<file path="config.mk">
export PLATFORM = sky130hd
export DESIGN_NAME = q8_8_saturating_alu_top
export DESIGN_NICKNAME = d
export VERILOG_FILES = /design/src/rtl/core/qsa_pkg.sv /design/src/rtl/core/qsa_front.sv /design/src/rtl/core/qsa_fifo.sv /design/src/rtl/core/qsa_div_pipe.sv /design/src/rtl/core/qsa_back.sv /design/src/rtl/core/q8_8_saturating_alu_top.sv
export SDC_FILE = /design/constraint.sdc
export NUM_CORES = 2
export LEC_CHECK = 0
export ABC_AREA = 1
export BUFFER_PORTS_ARGS = -buffer_cell sky130_fd_sc_hd__buf_2
export CORE_ASPECT_RATIO = 0.6
export CORE_MARGIN = 3
export CORE_UTILIZATION = 45
export CTS_BUF_LIST = sky130_fd_sc_hd__clkbuf_8
export CTS_CLUSTER_SIZE = 25
export DETAILED_ROUTE_END_ITERATION = 8
export HOLD_SLACK_MARGIN = 0.03
export PLACE_DENSITY_LB_ADDON = 0.08
export REMOVE_ABC_BUFFERS = 1
export SYNTH_ARGS = -nofsm -noshare
export SYNTH_HDL_FRONTEND = slang
export SYNTH_HIERARCHICAL = 1
export SYNTH_SLANG_ARGS = --single-unit
export TNS_END_PERCENT = 50
</file>
<file path="constraint.sdc">
create_clock -name clk -period 5.6 [get_ports clk]
set_input_delay 0 -clock clk [delete_from_list [all_inputs] [get_ports clk]]
set_output_delay 0 -clock clk [all_outputs]
set_load 0.02 [all_outputs]
</file>
<file path="src/rtl/core/qsa_pkg.sv">
// shared types and constants for the q8.8 saturating alu
package qsa_pkg;

  localparam int DATA_W      = 16;
  localparam int QUEUE_DEPTH = 4;

  localparam logic signed [DATA_W-1:0] Q_MAX = 16'sh7fff;
  localparam logic signed [DATA_W-1:0] Q_MIN = 16'sh8000;

  // operation codes as they arrive on the action port
  typedef enum logic [1:0] {
    ACT_MUL   = 2'd0,
    ACT_DIV   = 2'd1,
    ACT_ABS   = 2'd2,
    ACT_CLAMP = 2'd3
  } action_t;

  // operation class after front-end decode
  typedef enum logic [2:0] {
    KIND_MUL,
    KIND_DIV,
    KIND_DIV_ZERO,
    KIND_ABS,
    KIND_CLAMP
  } kind_t;

  // one queued operation
  typedef struct packed {
    kind_t                    kind;
    logic signed [DATA_W-1:0] a;
    logic signed [DATA_W-1:0] b;
    logic signed [DATA_W-1:0] c;
    logic        [DATA_W-1:0] mag_a;
    logic        [DATA_W-1:0] mag_b;
    logic                     neg;
  } op_t;

endpackage

</file>
<file path="src/rtl/core/qsa_front.sv">
// front end: accepts a transaction and classifies it for the back end
module qsa_front import qsa_pkg::*; (
  input  logic                     start,
  input  logic                     busy,
  input  logic [1:0]               action,
  input  logic signed [DATA_W-1:0] operand_a,
  input  logic signed [DATA_W-1:0] operand_b,
  input  logic signed [DATA_W-1:0] operand_c,
  output logic                     push,
  output op_t                      op
);

  assign push = start && !busy;

  always_comb begin
    op.a     = operand_a;
    op.b     = operand_b;
    op.c     = operand_c;
    // magnitudes for the divider, most negative value maps to 0x8000
    op.mag_a = operand_a[DATA_W-1] ? DATA_W'(-operand_a) : DATA_W'(operand_a);
    op.mag_b = operand_b[DATA_W-1] ? DATA_W'(-operand_b) : DATA_W'(operand_b);
    op.neg   = operand_a[DATA_W-1] ^ operand_b[DATA_W-1];
    unique case (action_t'(action))
      ACT_MUL:   op.kind = KIND_MUL;
      ACT_DIV:   op.kind = (operand_b == '0) ? KIND_DIV_ZERO : KIND_DIV;
      ACT_ABS:   op.kind = KIND_ABS;
      ACT_CLAMP: op.kind = KIND_CLAMP;
      default:   op.kind = KIND_CLAMP;
    endcase
  end

endmodule

</file>
<file path="src/rtl/core/qsa_fifo.sv">
// short operation queue between front end and back end
module qsa_fifo import qsa_pkg::*; (
  input  logic clk,
  input  logic rst,
  input  logic push,
  input  op_t  op_in,
  output logic out_valid,
  output op_t  op_out,
  output logic full
);

  localparam int PTR_W = $clog2(QUEUE_DEPTH);

  op_t              mem [QUEUE_DEPTH];
  logic [PTR_W-1:0] wr_ptr;
  logic [PTR_W-1:0] rd_ptr;
  logic [PTR_W:0]   count;
  logic             pop;

  // back end takes the head whenever there is one
  assign pop       = (count != '0);
  assign out_valid = pop;
  assign op_out    = mem[rd_ptr];
  assign full      = (count == (PTR_W+1)'(QUEUE_DEPTH));

  always_ff @(posedge clk) begin
    if (push) begin
      mem[wr_ptr] <= op_in;
    end
  end

  always_ff @(posedge clk) begin
    if (rst) begin
      wr_ptr <= '0;
      rd_ptr <= '0;
      count  <= '0;
    end else begin
      if (push) begin
        wr_ptr <= wr_ptr + PTR_W'(1);
      end
      if (pop) begin
        rd_ptr <= rd_ptr + PTR_W'(1);
      end
      case ({push, pop})
        2'b10:   count <= count + (PTR_W+1)'(1);
        2'b01:   count <= count - (PTR_W+1)'(1);
        default: count <= count;
      endcase
    end
  end

endmodule

</file>
<file path="src/rtl/core/qsa_div_pipe.sv">
// pipelined restoring divider, one quotient bit per stage
module qsa_div_pipe import qsa_pkg::*; #(
  parameter int FRAC_BITS = 8
) (
  input  logic                            clk,
  input  logic                            rst,
  input  logic                            in_valid,
  input  logic [DATA_W-1:0]               in_mag_a,
  input  logic [DATA_W-1:0]               in_mag_b,
  input  logic                            in_neg,
  output logic                            out_valid,
  output logic [DATA_W+FRAC_BITS-1:0]     out_quot,
  output logic                            out_neg
);

  localparam int QW = DATA_W + FRAC_BITS;

  logic              vld [QW];
  logic [DATA_W-1:0] rem [QW];
  logic [QW-1:0]     dq  [QW];
  logic [DATA_W-1:0] dvs [QW];
  logic              sgn [QW];

  for (genvar k = 0; k < QW; k++) begin : g_stage
    logic              p_vld;
    logic [DATA_W-1:0] p_rem;
    logic [QW-1:0]     p_dq;
    logic [DATA_W-1:0] p_dvs;
    logic              p_sgn;
    logic [DATA_W:0]   trial;
    logic [DATA_W:0]   diff;
    logic              take;

    if (k == 0) begin : g_first
      assign p_vld = in_valid;
      assign p_rem = '0;
      assign p_dq  = {in_mag_a, {FRAC_BITS{1'b0}}};
      assign p_dvs = in_mag_b;
      assign p_sgn = in_neg;
    end else begin : g_next
      assign p_vld = vld[k-1];
      assign p_rem = rem[k-1];
      assign p_dq  = dq[k-1];
      assign p_dvs = dvs[k-1];
      assign p_sgn = sgn[k-1];
    end

    // partial remainder stays below the divisor, so trial fits in DATA_W bits
    assign trial = {p_rem, p_dq[QW-1]};
    assign diff  = trial - {1'b0, p_dvs};
    assign take  = !diff[DATA_W];

    always_ff @(posedge clk) begin
      if (rst) begin
        vld[k] <= 1'b0;
      end else begin
        vld[k] <= p_vld;
      end
    end

    always_ff @(posedge clk) begin
      rem[k] <= take ? diff[DATA_W-1:0] : trial[DATA_W-1:0];
      dq[k]  <= {p_dq[QW-2:0], take};
      dvs[k] <= p_dvs;
      sgn[k] <= p_sgn;
    end
  end

  assign out_valid = vld[QW-1];
  assign out_quot  = dq[QW-1];
  assign out_neg   = sgn[QW-1];

endmodule

</file>
<file path="src/rtl/core/qsa_back.sv">
// back end: multiply, divide, abs and clamp with saturation, fixed latency
module qsa_back import qsa_pkg::*; #(
  parameter int FRAC_BITS = 8
) (
  input  logic                     clk,
  input  logic                     rst,
  input  logic                     in_valid,
  input  op_t                      in_op,
  output logic                     done,
  output logic signed [DATA_W-1:0] result
);

  localparam int QW   = DATA_W + FRAC_BITS;
  localparam int PW   = 2 * DATA_W;
  localparam int DLY  = QW - 2;

  // entry stage
  logic e_vld;
  op_t  e_op;

  always_ff @(posedge clk) begin
    if (rst) begin
      e_vld <= 1'b0;
    end else begin
      e_vld <= in_valid;
    end
  end

  always_ff @(posedge clk) begin
    e_op <= in_op;
  end

  // divide path
  logic          div_vld;
  logic [QW-1:0] div_quot;
  logic          div_neg;
  logic signed [DATA_W-1:0] div_res;

  qsa_div_pipe #(
    .FRAC_BITS (FRAC_BITS)
  ) u_div (
    .clk       (clk),
    .rst       (rst),
    .in_valid  (e_vld && (e_op.kind == KIND_DIV)),
    .in_mag_a  (e_op.mag_a),
    .in_mag_b  (e_op.mag_b),
    .in_neg    (e_op.neg),
    .out_valid (div_vld),
    .out_quot  (div_quot),
    .out_neg   (div_neg)
  );

  always_comb begin
    if (div_neg) begin
      div_res = (div_quot > QW'(32768)) ? Q_MIN : -$signed(div_quot[DATA_W-1:0]);
    end else begin
      div_res = (div_quot > QW'(32767)) ? Q_MAX : $signed(div_quot[DATA_W-1:0]);
    end
  end

  // short path, stage one: product, abs, clamp, divide by zero
  logic                     s1_vld;
  kind_t                    s1_kind;
  logic signed [PW-1:0]     s1_prod;
  logic signed [DATA_W-1:0] s1_res;
  logic signed [DATA_W-1:0] s1_res_next;

  always_comb begin
    unique case (e_op.kind)
      KIND_ABS: begin
        if (e_op.a == Q_MIN) begin
          s1_res_next = Q_MAX;
        end else begin
          s1_res_next = e_op.a[DATA_W-1] ? -e_op.a : e_op.a;
        end
      end
      KIND_CLAMP: begin
        if ($signed(e_op.a) < $signed(e_op.b)) begin
          s1_res_next = e_op.b;
        end else if ($signed(e_op.a) > $signed(e_op.c)) begin
          s1_res_next = e_op.c;
        end else begin
          s1_res_next = e_op.a;
        end
      end
      KIND_DIV_ZERO: begin
        if (e_op.a == '0) begin
          s1_res_next = '0;
        end else begin
          s1_res_next = e_op.a[DATA_W-1] ? Q_MIN : Q_MAX;
        end
      end
      default: s1_res_next = e_op.a;
    endcase
  end

  always_ff @(posedge clk) begin
    if (rst) begin
      s1_vld <= 1'b0;
    end else begin
      s1_vld <= e_vld && (e_op.kind != KIND_DIV);
    end
  end

  always_ff @(posedge clk) begin
    s1_kind <= e_op.kind;
    s1_prod <= $signed(e_op.a) * $signed(e_op.b);
    s1_res  <= s1_res_next;
  end

  // short path, stage two: floor shift and saturate the product
  logic signed [PW-1:0]     mul_sh;
  logic signed [DATA_W-1:0] mul_sat;
  logic                     s2_vld;
  logic signed [DATA_W-1:0] s2_res;

  assign mul_sh = s1_prod >>> FRAC_BITS;

  always_comb begin
    if (!mul_sh[PW-1] && (|mul_sh[PW-2:DATA_W-1])) begin
      mul_sat = Q_MAX;
    end else if (mul_sh[PW-1] && !(&mul_sh[PW-2:DATA_W-1])) begin
      mul_sat = Q_MIN;
    end else begin
      mul_sat = mul_sh[DATA_W-1:0];
    end
  end

  always_ff @(posedge clk) begin
    if (rst) begin
      s2_vld <= 1'b0;
    end else begin
      s2_vld <= s1_vld;
    end
  end

  always_ff @(posedge clk) begin
    s2_res <= (s1_kind == KIND_MUL) ? mul_sat : s1_res;
  end

  // delay line to line up with the divider output
  logic                     lane_vld [DLY];
  logic signed [DATA_W-1:0] lane_res [DLY];

  always_ff @(posedge clk) begin
    if (rst) begin
      for (int i = 0; i < DLY; i++) begin
        lane_vld[i] <= 1'b0;
      end
    end else begin
      lane_vld[0] <= s2_vld;
      for (int i = 1; i < DLY; i++) begin
        lane_vld[i] <= lane_vld[i-1];
      end
    end
  end

  always_ff @(posedge clk) begin
    lane_res[0] <= s2_res;
    for (int i = 1; i < DLY; i++) begin
      lane_res[i] <= lane_res[i-1];
    end
  end

  // output register, at most one path is valid per cycle
  always_ff @(posedge clk) begin
    if (rst) begin
      done <= 1'b0;
    end else begin
      done <= div_vld || lane_vld[DLY-1];
    end
  end

  always_ff @(posedge clk) begin
    result <= div_vld ? div_res : lane_res[DLY-1];
  end

endmodule

</file>
<file path="src/rtl/core/q8_8_saturating_alu_top.sv">
// top level of the q8.8 saturating fixed-point alu
// result: an accepted transaction shows its result on done/result for one cycle,
//   after the queue, the entry register, the divider stages or the matching delay line, and the output register
// throughput: one transaction per cycle; the divider is fully pipelined at one
//   quotient bit per stage, so every operation runs through the same depth
// reset: synchronous rst clears the queue and all pipeline valids
module q8_8_saturating_alu_top import qsa_pkg::*; #(
  parameter int FRAC_BITS = 8
) (
  input  logic                     clk,
  input  logic                     rst,
  input  logic                     start,
  output logic                     busy,
  input  logic [1:0]               action,
  input  logic signed [DATA_W-1:0] operand_a,
  input  logic signed [DATA_W-1:0] operand_b,
  input  logic signed [DATA_W-1:0] operand_c,
  output logic                     done,
  output logic signed [DATA_W-1:0] result
);

  // accepting edge to the edge that takes the result: queue, entry,
  // divider stages, output register, then the cycle done is held
  localparam int LATENCY = DATA_W + FRAC_BITS + 3;

  logic push;
  op_t  front_op;
  logic q_valid;
  op_t  q_op;

  // front end decodes the transaction into an operation class
  qsa_front u_front (
    .start     (start),
    .busy      (busy),
    .action    (action),
    .operand_a (operand_a),
    .operand_b (operand_b),
    .operand_c (operand_c),
    .push      (push),
    .op        (front_op)
  );

  // queue decouples intake from execution; busy only when it is full
  qsa_fifo u_fifo (
    .clk       (clk),
    .rst       (rst),
    .push      (push),
    .op_in     (front_op),
    .out_valid (q_valid),
    .op_out    (q_op),
    .full      (busy)
  );

  // back end executes every operation in a fixed number of cycles
  qsa_back #(
    .FRAC_BITS (FRAC_BITS)
  ) u_back (
    .clk      (clk),
    .rst      (rst),
    .in_valid (q_valid),
    .in_op    (q_op),
    .done     (done),
    .result   (result)
  );

  // the back end drains one entry per cycle, so the queue never fills
  a_never_busy: assert property (@(posedge clk) disable iff (rst) !busy)
    else $error("operation queue filled up");

  // every result traces back to an earlier accepted transaction
  a_done_origin: assert property (@(posedge clk) disable iff (rst)
    done |-> $past(start && !busy, LATENCY))
    else $error("result without a matching transaction");

  // absolute value never comes out negative
  a_abs_sign: assert property (@(posedge clk) disable iff (rst)
    (done && $past(start && !busy && (action == ACT_ABS), LATENCY)) |-> !result[DATA_W-1])
    else $error("negative abs result");

  // zero divided by zero gives zero
  a_div_zero: assert property (@(posedge clk) disable iff (rst)
    (done && $past(start && !busy && (action == ACT_DIV) && (operand_a == '0)
      && (operand_b == '0), LATENCY)) |-> (result == '0))
    else $error("zero over zero not zero");

endmodule

</file>
==> qor.yml <==
timing:
  finClkSkew_ns: 0.0574
  period_share_pct: 97.0
  finalMaxSlewViolations: 0
  finalSetupViolCount: 0
  timing.final.crit_period_ns: 5.43
  relSlewSlack_pct: 29.3
  max_freq_ghz: 0.184
  tightest_slew_ns: 1.06
  hold_viol: 0
detailed_routing:
  route.detailed.drc: 0
  avgRoutedWirePerCell_um: 16.9
  routed_wl_um: 247000
  drtIter0Drc: 6010
  avgViaCountPerCell: 4.73
  final_antenna_net_count: 0
  first_pass_iters: 6
  num_vias: 69300
yosys:
  syn_area_um2: 95200
  yosysTopAreaCellShare_pct: 36.8
  yosys-top-cells-area: "dfxtp_1 (37%), nand2_1 (13%), edfxtp_1 (11%)"
  synth_cell_types: 67
  yosysWarningCount: 6
  synth_ff_type: "dfxtp_1"
  ys_seq_elements: 2086
  yosysSeqAreaShare_pct: 47.4
  synth.avg_cell_area_um2: 8.52
  synth.most_common_cell: "nand2_1"
  netlist_instances: 11200
  ys_async_sr_fraction_pct: 0
  yosys-top-cells-count: "nand2_1 (3201), inv_1 (2056), dfxtp_1 (1750)"
  yosysTopAreaCell: "dfxtp_1"
  synth_enable_flop_cells: 336
final_layout:
  final_util_pct: 51.2
  nets: 12500
  syn_to_final_growth_pct: 12.8
  n_fill_cell: 19900
  design_area_um2: 107000
  drive_above_1_share_pct: 12.1
clock_tree:
  clk_pin_slew_ns: 0.07
  clock_sinks: 2086
  insertion_delay_ns: 0.93
  cts_tree: "built"
  numCtsBuffers: 310
  h-tree-depth: 5
  cts-root-buf: "clkbuf_8"
  clockBufferDepth: 4
worst_setup_path:
  crit_start: "u_back/e_op[80]$_DFF_P_"
  end_kind: "flip-flop"
  r2r-start: "u_back/e_op[80]$_DFF_P_"
  rrSetupSlack_ns: 0.17
  crit_path_end: "u_back/s1_prod[25]$_DFF_P_"
  r2r-end: "u_back/s1_prod[25]$_DFF_P_"
  crit_arrival_ns: 6.25
  crit_required_ns: 6.42
  cp-start-kind: "flip-flop"
  crit_fanout: 6
  critPathKind: "flip-flop to flip-flop"
  worstRegToRegCells: 20
placed_design:
  gp_congestion: 0.933
  placed_area_um2: 99000
  dp_hpwl_um: 189000
  numPortBuffers: 70
floorplan:
  coreArea_um2: 210000
  die_w_um: 600
  die_h_um: 362
  dieArea_um2: 217000
  io_pins: 71
  start_util_pct: 45.4
  std_cell_rows: 130
hold_path:
  hp-class: "primary input to flip-flop"
  whs_path_depth: 4
global_route:
  gr-usage-met2_pct: 27.8
  grt_overflow: 0
  grt_pass1_wl_um: 386000
  grt_usage_pct: 22.7
  antenna_found_initial: 8
  grt_use_met1_pct: 38.7
  grt_max_degree: 104
  met3_usage_pct: 5.03
  top_usage_layer: "met1"
  grt_pass1_vias: 65900
run_status:
  outcome: "complete, no violations"
run:
  maxCapViolCount: 0
## layer usage
layer,wire [µm],vias to the layer above,share of wire (%)
li1,-,35100,-
met1,138000,32000,56
met2,85400,1969,35
met3,20000,299,8.1
met4,3970,0,1.6
met5,0,-,0
## cell usage in the layout, fill, tap and decap left out, drive strengths merged
cell	count
o22ai	84
a21oi	318
a21o	2
o2111ai	1
or2	36
o21bai	2
clkinvlp	5
a41oi	1
nor2	650
clkbuf	392
fa	284
nand4	69
bufinv	8
edfxtp	336
ha	496
xnor2	61
o211ai	2
and2	57
buf	314
a31o	2
xor2	151
o221ai	2
clkinv	49
o21ai	240
o31ai	2
nand3b	53
o21a	4
diode	1
nand2	3476
a31oi	11
nor4	11
conb	7
nor3	53
and3b	1
dfxtp	1750
inv	2188
dlygate4sd3	105
nand3	650
## worst max-delay path: stages, from the launching register on
cell and delay (ns):
dfxtp_4 0.37, buf_4 0.15, nand2_2 0.08, inv_1 0.06, fa_1 0.50, inv_1 0.06
fa_2 0.57, inv_1 0.07, fa_2 0.54, fa_1 0.44, fa_1 0.49, inv_1 0.06
fa_1 0.54, inv_1 0.07, ha_4 0.24, a21oi_1 0.24, o21ai_0 0.18, a21oi_2 0.18
nand3_4 0.13, a21oi_1 0.20, xnor2_1 0.14
## sequential cells by signal, summed over array words and instances, names as in the netlist, 22 cells and up, named ones only
name and flops:
u_back/u_div/dq 420, u_back/u_div/dvs 368, u_back/u_div/rem 368, u_back/lane_res 352
u_fifo/mem 336, u_back/e_op 84, u_back/s1_prod 24, u_back/u_div/sgn 24
u_back/u_div/vld 24, u_back/lane_vld 22
## metrics by stage
stage | worst slack [ns] | TNS, ns | hold slack [ns] | instances
4_1_cts | -0.00848 | -0.0178 | 0.0348 | 14600
3_5_place_dp | -0.240 | -1.55 | 0.217 | 14000
2_1_floorplan | -0.353 | -2.07 | 0.0712 | 10900
6_report | 0.169 | 0 | 0.137 | 14600
5_1_grt | -0.0302 | -0.0833 | 0.0995 | 14600
3_3_place_gp | -0.193 | -1.38 | 0.212 | 14000
## kinds of logic after synthesis
group	synth area share, %
compound gates	4.21
xor+xnor	1.95
fa+ha+maj	12.5
buf+inv	10.4
flops	47.4
other cells	0.00394
simple gates	23.5
## worst min path at each step
| stage | start | to | slack, ns |
|---|---|---|---|
| floorplan | rst | u_back/u_div/vld[0][0]$_SDFF_PP0_ | 0.07 |
| global placement | operand_c[2] | u_fifo/mem[1][35]$_DFFE_PP_ | 0.21 |
| detailed placement | operand_c[9] | u_fifo/mem[2][42]$_DFFE_PP_ | 0.22 |
| CTS | operand_b[15] | u_fifo/mem[1][64]$_DFFE_PP_ | 0.03 |
| global route | operand_a[5] | u_fifo/mem[0][22]$_DFFE_PP_ | 0.1 |
| finish | operand_a[10] | u_fifo/mem[1][27]$_DFFE_PP_ | 0.14 |
## final cells by class
type | instances | area, µm² | share of cell area, %
inverters | 2088 | 7870 | 7.33
multi-input cells | 6726 | 40900 | 38.1
diodes | 1 | 2.50 | 0.00233
well taps | 2772 | 3470 | 3.23
clock buffers | 391 | 5380 | 5.01
repair buffers | 420 | 3600 | 3.35
clock inverters | 162 | 966 | 0.900
flip-flops and latches | 2086 | 45200 | 42.1
## timing repair
item                                   in CTS  in global routing
buffers inserted                            1                 12
gates resized for setup                    30                181
setup endpoints to repair                  17                 22
hold buffers                              105                  0
gates cloned                                0                  1
pin swaps                                   5                117
endpoints found under the hold margin     448                  0
Power is not shown: default switching activity piles up to over one toggle a cycle in this logic, so the estimate is an artifact.
